**config.mk**
```make
export PLATFORM = sky130hd
export DESIGN_NAME = escape_sequence_decoder
export DESIGN_NICKNAME = d
export VERILOG_FILES = /design/src/sv/esd_pkg.sv /design/src/sv/escape_sequence_decoder.sv /design/src/sv/esd_core.sv /design/src/sv/esd_obuf.sv
export SDC_FILE = /design/constraint.sdc
export NUM_CORES = 1
export LEC_CHECK = 0
export BUFFER_PORTS_ARGS = -buffer_cell sky130_fd_sc_hd__clkbuf_2
export CAP_MARGIN = 10
export CELL_PAD_IN_SITES_DETAIL_PLACEMENT = 1
export CELL_PAD_IN_SITES_GLOBAL_PLACEMENT = 1
export CORE_MARGIN = 2
export CORE_UTILIZATION = 49
export DETAILED_ROUTE_END_ITERATION = 10
export PLACE_DENSITY_LB_ADDON = 0.1
export SYNTH_ARGS = -nofsm -noshare
export SYNTH_HDL_FRONTEND = slang
export SYNTH_HIERARCHICAL = 1
export SYNTH_SLANG_ARGS = --single-unit
```
**constraint.sdc**
```tcl
create_clock -name clk -period 5 [get_ports clk]
set_clock_uncertainty 0.1 [all_clocks]
set_input_delay 0 -clock clk [delete_from_list [all_inputs] [get_ports clk]]
set_output_delay 0 -clock clk [all_outputs]
set_load 0.02 [all_outputs]
```
**src/sv/esd_pkg.sv**
```systemverilog
`timescale 1ns / 1ps

package esd_pkg;

	// Character codes that the decoder treats specially
	localparam logic [15:0] CH_BACKSLASH = 16'h005c;
	localparam logic [15:0] CH_X         = 16'h0078;
	localparam logic [15:0] CH_ZERO      = 16'h0030;
	localparam logic [15:0] CH_NINE      = 16'h0039;
	localparam logic [15:0] CH_ESC       = 16'h001b;

	typedef enum logic [1:0] {
		MODE_NONE = 2'd0,
		MODE_HEX  = 2'd1,
		MODE_OCT  = 2'd2
	} mode_t;

	// One input character
	typedef struct packed {
		logic [15:0] in_char;
		logic        in_last;
	} chr_t;

	// One decoded result
	typedef struct packed {
		logic [15:0] out_char;
		logic        has_char;
		logic        out_end;
	} dec_t;

	// Results of one accepted character, handed to the output buffer
	typedef struct packed {
		logic       push;
		logic [1:0] count;
		dec_t       r0;
		dec_t       r1;
	} dec_bundle_t;

	// Escape state carried from one character to the next
	typedef struct packed {
		logic        pending;
		mode_t       mode;
		logic [31:0] acc;
		logic        invalid;
		logic        seen;
	} esc_state_t;

	localparam esc_state_t ESC_IDLE = '{
		pending: 1'b0, mode: MODE_NONE, acc: 32'd0, invalid: 1'b0, seen: 1'b0
	};

	// Single-letter escapes: returns {hit, code}
	function automatic logic [16:0] simple_escape(input logic [15:0] c);
		logic [16:0] r;
		begin
			case (c)
				16'h0061: r = {1'b1, 16'h0007};
				16'h0062: r = {1'b1, 16'h0008};
				16'h0065: r = {1'b1, CH_ESC};
				16'h0066: r = {1'b1, 16'h000c};
				16'h006e: r = {1'b1, 16'h000a};
				16'h0072: r = {1'b1, 16'h000d};
				16'h0074: r = {1'b1, 16'h0009};
				16'h0022: r = {1'b1, 16'h0022};
				16'h0027: r = {1'b1, 16'h0027};
				16'h005c: r = {1'b1, CH_BACKSLASH};
				default:  r = {1'b0, 16'h0000};
			endcase
			return r;
		end
	endfunction

	// Hex digit: returns {ok, value}
	function automatic logic [4:0] hex_digit(input logic [15:0] c);
		logic [4:0] r;
		begin
			if (c inside {[16'h0030:16'h0039]}) begin
				r = {1'b1, c[3:0]};
			end else if (c inside {[16'h0061:16'h0066], [16'h0041:16'h0046]}) begin
				r = {1'b1, c[3:0] + 4'd9};
			end else begin
				r = 5'd0;
			end
			return r;
		end
	endfunction

	function automatic dec_t put_char(input logic [15:0] c);
		dec_t r;
		begin
			r.out_char = c;
			r.has_char = 1'b1;
			r.out_end  = 1'b0;
			return r;
		end
	endfunction

endpackage

```
**src/sv/escape_sequence_decoder.sv**
```systemverilog
`timescale 1ns / 1ps

// Channel  Direction  Handshake             Payload
// chr      in         chr_valid / chr_stall  chr_t: in_char, in_last
// dec      out        dec_valid / dec_stall  dec_t: out_char, has_char, out_end
//
// One character request is decoded per cycle while the buffer has room: one
// combinational pass from the escape state registers into a two-entry result
// buffer; results appear the cycle after their request, and requests can follow
// back to back. A request yielding two results (an unknown escape with its
// backslash, or a numeric value and its ending character) holds chr_stall until
// the second is taken. arst_n clears all but the result slots; chr_stall tracks dec_stall.
module escape_sequence_decoder import esd_pkg::*; #(
	parameter int CHAR_BITS = 16
) (
	input  logic clk,
	input  logic arst_n,
	input  logic chr_valid,
	output logic chr_stall,
	input  chr_t chr,
	output logic dec_valid,
	input  logic dec_stall,
	output dec_t dec
);

	logic        ready;
	logic        fire;
	dec_bundle_t bundle;

	// A request is taken whenever the result buffer will have room for it.
	assign chr_stall = !ready;
	assign fire      = chr_valid && ready;

	esd_core #(
		.CHAR_BITS(CHAR_BITS)
	) u_core (
		.clk    (clk),
		.arst_n (arst_n),
		.fire   (fire),
		.chr    (chr),
		.bundle (bundle)
	);

	esd_obuf u_obuf (
		.clk       (clk),
		.arst_n    (arst_n),
		.bundle    (bundle),
		.ready     (ready),
		.dec_valid (dec_valid),
		.dec_stall (dec_stall),
		.dec       (dec)
	);

`ifndef ASSERT_OFF
	a_marker_shape: assert property (@(posedge clk) disable iff (!arst_n)
		dec_valid && !dec.has_char |-> dec.out_end && dec.out_char == 16'd0)
		else $error("bare result is not a clean end marker");
	a_empty_after_reset: assert property (@(posedge clk)
		$rose(arst_n) |-> !dec_valid)
		else $error("result presented straight out of reset");
	a_stall_with_pair: assert property (@(posedge clk) disable iff (!arst_n)
		fire && bundle.count == 2'd2 |=> chr_stall)
		else $error("request taken while a second result is still queued");
`endif

endmodule

```
**src/sv/esd_core.sv**
```systemverilog
`timescale 1ns / 1ps

module esd_core import esd_pkg::*; #(
	parameter int CHAR_BITS = 16
) (
	input  logic        clk,
	input  logic        arst_n,
	input  logic        fire,
	input  chr_t        chr,
	output dec_bundle_t bundle
);

	localparam int KEEP_BITS = (CHAR_BITS < 16) ? CHAR_BITS : 16;
	localparam logic [31:0] VALUE_MASK = (32'h1 << KEEP_BITS) - 32'h1;

	esc_state_t st_q, st_d;
	logic [4:0]  hd;
	logic [16:0] se;
	logic        dec_digit, is_digit, emit;
	logic [31:0] value;
	logic [1:0]  n;
	dec_t        r0, r1;

	assign hd        = hex_digit(chr.in_char);
	assign se        = simple_escape(chr.in_char);
	assign dec_digit = (chr.in_char >= CH_ZERO) && (chr.in_char <= CH_NINE);
	assign value     = st_q.acc & VALUE_MASK;

	always_comb begin
		st_d     = st_q;
		n        = 2'd0;
		r0       = '0;
		r1       = '0;
		is_digit = 1'b0;
		emit     = 1'b0;
		if (!st_q.pending) begin
			if (chr.in_char == CH_BACKSLASH) begin
				st_d         = ESC_IDLE;
				st_d.pending = 1'b1;
			end else begin
				r0 = put_char(chr.in_char);
				n  = 2'd1;
			end
		end else if (st_q.mode == MODE_HEX || st_q.mode == MODE_OCT) begin
			is_digit = (st_q.mode == MODE_HEX) ? hd[4] : dec_digit;
			if (is_digit) begin
				st_d.seen = 1'b1;
				if (!st_q.invalid) begin
					if (st_q.mode == MODE_HEX) begin
						if (|st_q.acc[31:28]) begin
							st_d.invalid = 1'b1;
						end else begin
							st_d.acc = {st_q.acc[27:0], hd[3:0]};
						end
					end else if (chr.in_char[3] || (|st_q.acc[31:29])) begin
						st_d.invalid = 1'b1;
					end else begin
						st_d.acc = {st_q.acc[28:0], chr.in_char[2:0]};
					end
				end
			end else begin
				// The escape ends; a backslash starts a new one, else the ender is plain text.
				emit = st_q.seen && !st_q.invalid;
				st_d = ESC_IDLE;
				if (emit) begin
					r0 = put_char(value[15:0]);
					n  = 2'd1;
				end
				if (chr.in_char == CH_BACKSLASH) begin
					st_d.pending = 1'b1;
				end else if (emit) begin
					r1 = put_char(chr.in_char);
					n  = 2'd2;
				end else begin
					r0 = put_char(chr.in_char);
					n  = 2'd1;
				end
			end
		end else begin
			if (se[16]) begin
				r0   = put_char(se[15:0]);
				n    = 2'd1;
				st_d = ESC_IDLE;
			end else if (chr.in_char == CH_X) begin
				st_d.mode    = MODE_HEX;
				st_d.acc     = 32'd0;
				st_d.invalid = 1'b0;
				st_d.seen    = 1'b0;
			end else if (dec_digit) begin
				st_d.mode    = MODE_OCT;
				st_d.acc     = {28'd0, chr.in_char[3:0]};
				st_d.invalid = chr.in_char[3];
				st_d.seen    = 1'b1;
			end else begin
				r0   = put_char(CH_BACKSLASH);
				r1   = put_char(chr.in_char);
				n    = 2'd2;
				st_d = ESC_IDLE;
			end
		end
		if (chr.in_last) begin
			if (n == 2'd0) begin
				r0.out_end = 1'b1;
				n          = 2'd1;
			end else if (n == 2'd1) begin
				r0.out_end = 1'b1;
			end else begin
				r1.out_end = 1'b1;
			end
			st_d = ESC_IDLE;
		end
	end

	always_ff @(posedge clk or negedge arst_n) begin
		if (!arst_n) begin
			st_q <= ESC_IDLE;
		end else if (fire) begin
			st_q <= st_d;
		end
	end

	assign bundle.push  = fire && (n != 2'd0);
	assign bundle.count = n;
	assign bundle.r0    = r0;
	assign bundle.r1    = r1;

`ifndef ASSERT_OFF
	a_last_clears: assert property (@(posedge clk) disable iff (!arst_n)
		fire && chr.in_last |=> !st_q.pending && st_q.mode == MODE_NONE)
		else $error("escape state not cleared after final character");
	a_mode_needs_pending: assert property (@(posedge clk) disable iff (!arst_n)
		st_q.mode != MODE_NONE |-> st_q.pending)
		else $error("numeric mode without a pending escape");
	a_last_yields: assert property (@(posedge clk) disable iff (!arst_n)
		fire && chr.in_last |-> bundle.push)
		else $error("final character produced no result");
`endif

endmodule

```
**src/sv/esd_obuf.sv**
```systemverilog
`timescale 1ns / 1ps

module esd_obuf import esd_pkg::*; (
	input  logic        clk,
	input  logic        arst_n,
	input  dec_bundle_t bundle,
	output logic        ready,
	output logic        dec_valid,
	input  logic        dec_stall,
	output dec_t        dec
);

	dec_t       slot0_q, slot1_q;
	logic [1:0] cnt_q;
	logic       pop;

	assign dec_valid = (cnt_q != 2'd0);
	assign dec       = slot0_q;
	assign pop       = dec_valid && !dec_stall;
	// Room for a new request once the buffer will be empty at this edge.
	assign ready     = (cnt_q == 2'd0) || ((cnt_q == 2'd1) && pop);

	always_ff @(posedge clk or negedge arst_n) begin
		if (!arst_n) begin
			cnt_q <= 2'd0;
		end else if (bundle.push) begin
			cnt_q <= bundle.count;
		end else if (pop) begin
			cnt_q <= cnt_q - 2'd1;
		end
	end

	always_ff @(posedge clk) begin
		if (bundle.push) begin
			slot0_q <= bundle.r0;
			slot1_q <= bundle.r1;
		end else if (pop) begin
			slot0_q <= slot1_q;
		end
	end

`ifndef ASSERT_OFF
	a_cnt_range: assert property (@(posedge clk) disable iff (!arst_n)
		cnt_q != 2'd3)
		else $error("result buffer count out of range");
	a_push_room: assert property (@(posedge clk) disable iff (!arst_n)
		bundle.push |-> ready)
		else $error("result pushed into an occupied buffer");
	a_drain: assert property (@(posedge clk) disable iff (!arst_n)
		cnt_q == 2'd2 && pop |=> cnt_q == 2'd1)
		else $error("second result lost while draining");
`endif

endmodule
```
* Word level (Yosys, flattened, before mapping)
Cells that the tools add are included.
Storage, ports and cells: flip-flop bits (word level) 75, output and inout port bits 20, logic and storage cells 127, input port bits 21
Cells by class: magnitude comparators 6, muxes and demuxes 62, equality and inequality tests 19, reductions and logical operators 26, $add $sub $neg 2
Operators by type and width (count):
- $mux 18 | 18
- $mux 37 | 5
- $pmux 17 s10 | 1
- $eq 16x7->1 const B | 9
- $mux 36 | 2
- $mux 33 | 2
- $mux 32 | 2
- $mux 34 | 1
- $eq 16x6->1 const B | 2
- $ge 16x7->1 const B | 2
- $le 16x7->1 const B | 2
- $mux 2 | 12
- $ge 16x6->1 const B | 1
- $le 16x6->1 const B | 1
- $mux 1 | 15
- $ne 6x6->1 const B | 2
- $mux 5 | 2
- $mux 9 | 1
- $logic_and 1x1->1 | 8
- $reduce_bool 2->1 | 4
- $eq 2x1->1 const B | 3
- $ne 5x5->1 const B | 1
- $reduce_and 5->1 | 1
- $add 4x4->4 const B | 1
- 12 further kinds | 17

* Longest topological paths before layout
depth after elaboration 15, mapped depth 12, mapped depth without buffers 10

* Cells and area by module
The synthesis kept the hierarchy.
By module, submodules not included:
- esd_core | cells an instance 332, sequential area each 925.9 um^2, area an instance 3265.6 um^2, times used 1
- esd_obuf | cells an instance 74, sequential area each 1131.1 um^2, area an instance 1443.9 um^2, times used 1
- escape_sequence_decoder | cells an instance 2, sequential area each 0.0 um^2, area an instance 10.0 um^2, times used 1

* Worst setup path after synthesis
No wires, ideal clock.
path type reg2reg, start reg u_core/st_q[34] (netlist bit), end reg u_obuf.slot0_q (netlist bit u_obuf/dec[0]) (enable), setup slack 0.717 ns, arrival time 3.843 ns, setup time 0.340 ns, cell stages (with the launch flop) 10, path buffers 1, period minus slack after synthesis 4.283 ns, path through dfrtp_1 inv_1 ha_1 clkinv_1 a211oi_1 nand2_1 o22a_1 a31oi_1 buf_2 or2_2
RTL lines:
- from (decl) | line esd_core.sv:16 | esc_state_t st_q, st_d;
- from (signal assigned) | line esd_core.sv:118 | st_q <= st_d;
- to (signal assigned) | line esd_obuf.sv:35 | slot0_q <= bundle.r0;
- to (signal assigned) | line esd_obuf.sv:38 | slot0_q <= slot1_q;
- to (decl) | line esd_obuf.sv:13 | dec_t slot0_q, slot1_q;

==> flow_summary.json <==
{
  "syn_area_um2": 4720,
  "maxSlewHeadroom_pct": 33.5,
  "first_pass_iters": 5,
  "grt_max_degree": 40,
  "clk_latency_ps": 350,
  "dieArea_um2": 10400,
  "synth-seq-cells": 75,
  "critPathMaxFanout": 22,
  "cpPeakStageDelay_ps": 640,
  "cts_root_buf": "clkbuf_8",
  "status": "complete, no violations",
  "coreArea_um2": 9280,
  "cts.sinks": 75,
  "path_common_cell": "buf_4",
  "hpwl_um": 9130,
  "cts_tree": "built",
  "maxCapViolCount": 0,
  "synth_xor_area_share_pct": 0.186,
  "grt_pass1_wl_um": 20900,
  "synth_nets": 441,
  "ir_drop_mv": 0.146,
  "setup-tns-final_ps": 0,
  "power_density_nw_per_um2": 336,
  "die_h_um": 102,
  "async_flop_share_pct": 52.0,
  "slew_violations": 0,
  "multi_input_area_um2": 2430,
  "grt_pass1_vias": 3798,
  "crit_type": "in2reg",
  "cp-end-kind": "flop",
  "worstSetupStartpointType": "primary input",
  "drc": 0,
  "arrival_ps": 4260,
  "nFillCells": 1019,
  "finalHoldViolations": 0,
  "timing.fmax_mhz": 235,
  "synth_largest_area_cell": "edfxtp_1",
  "seq_area_um2": 2060,
  "grt_usage_pct": 26.6,
  "crit_required_ps": 5010,
  "synth_area_leaders": "edfxtp_1, dfrtp_1, o2bb2ai_2",
  "gr-total-overflow": 0,
  "hold_class": "in2reg",
  "h-tree-depth": 3,
  "path_clk_slew_ps": 90,
  "ys_warn_count": 6,
  "fin_crit_ps": 4250,
  "antenna_found_initial": 0,
  "synth_compound_area_share_pct": 22.0,
  "rsz0062_at_grt": "no",
  "ctsResizeCount": 0,
  "post-route-util_pct": 57.5,
  "yosys.area_share.simple_pct": 14.2,
  "power.leakage_nw": 2.03,
  "area_growth_pct": 13.1,
  "wirelength_um": 13200,
  "synth_top_area_share_pct": 22.9,
  "cts_buffers": 9,
  "die_width_um": 102,
  "drtIter0Drc": 263,
  "diodes": 0,
  "cp_cell_sequence": "dlygate4sd3_1 -> clkbuf_2 -> inv_1 -> ha_1 -> o21bai_1 -> a2111oi_2 -> buf_4 -> a211oi_1 -> nand2_1 -> o22a_1 -> a31oi_4 -> buf_4 -> mux2_2",
  "drive_above_1_share_pct": 26.7,
  "synth_top_family_by_area": "compound AO/OA/AOI/OAI gates",
  "seq_area_frac_synth_pct": 43.6,
  "finalNetCount": 489,
  "syn_avg_cell_area_um2": 11.6,
  "wl_per_cell_um": 22.4,
  "netlist_top_cells_count": "dfrtp_1, edfxtp_1, nand2_1, mux2i_1",
  "vias": 3663,
  "worstMarginPinSlew_ps": 998,
  "crit_slowest_cell": "a211oi_1",
  "syn_inst": 408,
  "vias_per_cell": 6.21,
  "core.rowCount": 35,
  "postRouteAntennaNets": 0,
  "synth_most_common_cell": "dfrtp_1",
  "setup_viol": 0,
  "synth_cell_types": 70,
  "synthMuxAreaShare_pct": 11.6,
  "initial_core_util_pct": 50.8,
  "period_share_pct": 85.0,
  "io_buffers": 40,
  "clockBufferDepth": 2,
  "pin_count": 41,
  "synth-main-ff-cell": "dfrtp_1",
  "synth_edf_count": 36,
  "synthAdderAreaFrac_pct": 3.18,
  "place_congestion": 0.936
}
-- per-layer routing --
layer  up-vias  track usage [%]  share of wire, %
li1       1665                -                 -
met1      1853             36.2                45
met2       132             44.6                49
met3        13             3.01               4.5
met4         0             8.72               1.4
met5         -                0                 0
-- logic make-up (layout without fill, tap and decap cells) --
group	Yosys count	after routing
fa+ha+maj	12	12
compound gates	109	109
buf+inv	47	100
mux	52	52
flops	75	75
xor+xnor	1	1
simple gates	112	112
-- placed cells by master, fill, tap and decap left out, drive strengths merged, types with 9 or more instances in the layout --
| master | Yosys | layout |
|---|---|---|
| a22o | 9 | 9 |
| mux2i | 29 | 29 |
| and2 | 19 | 19 |
| clkbuf | 7 | 51 |
| dlygate4sd3 | 0 | 13 |
| mux2 | 23 | 23 |
| o21ai | 10 | 10 |
| inv | 23 | 26 |
| a21oi | 9 | 9 |
| nand2 | 33 | 33 |
| edfxtp | 36 | 36 |
| ha | 12 | 12 |
| o2bb2ai | 31 | 31 |
| dfrtp | 39 | 39 |
| nor2 | 13 | 13 |
-- metrics by stage --
step	cells	power [W]	worst slack, ps	instance area [um2]	hold WS [ps]
3_3_place_gp	561	0.00128	1110	4990	108
2_1_floorplan	408	0.00116	717	4720	-396
3_5_place_dp	561	0.00131	934	4990	115
6_report	590	0.00179	750	5340	36.5
5_1_grt	590	0.00188	515	5340	47.1
4_1_cts	590	0.00181	806	5340	18.5
-- worst max-delay path, delay by kind of cell --
family                   cells  cell delay [ps]
adder cells (fa/ha/maj)      1              290
AO/OA/AOI/OAI                5             1930
buffers and inverters        5             1440
multiplexers                 1              390
AND/OR/NAND/NOR              1              200
-- layout make-up --
cell class / count / area share, %
Clock buffer: 11 / 3.26
Multi-Input combinational cell: 286 / 45.6
Tap cell: 129 / 3.02
Sequential cell: 75 / 38.5
Timing Repair Buffer: 60 / 7.17
Clock inverter: 5 / 0.703
Inverter: 24 / 1.69
-- state kept, by name (all words and copies together) (netlist names) --
signal,count
u_obuf/dec,18
u_core/st_q,37
u_obuf/slot1_q,18
u_obuf/cnt_q,2
-- path summary, 6_finish.rpt --
check                           startpoint                 to  slack, ps  depth (start not counted)
setup / recovery                    chr[2]      u_obuf/dec[6]        750                         13
hold / removal                      chr[5]  u_obuf/slot1_q[6]         40                          2
setup reg to reg           u_core/st_q[34]      u_obuf/dec[6]        860                         10
hold reg to reg            u_core/st_q[33]    u_core/st_q[33]        390                          1
max in group asynchronous           arst_n     u_core/st_q[3]       3930                          2
min in group asynchronous           arst_n    u_core/st_q[22]        240                          2
-- timing repair --
item                                   in CTS  in global routing
setup buffers                               0                  0
endpoints found under the hold margin      52                  0
hold buffers                               13                  0
-- report_power, final --
part           leakage (nW)  internal [W]  switching, W
registers             0.894      0.000791     0.0000360
logic                  1.03      0.000162      0.000314
clock network         0.111      0.000245      0.000245
Note: power is estimated with default switching activity, not from simulation.
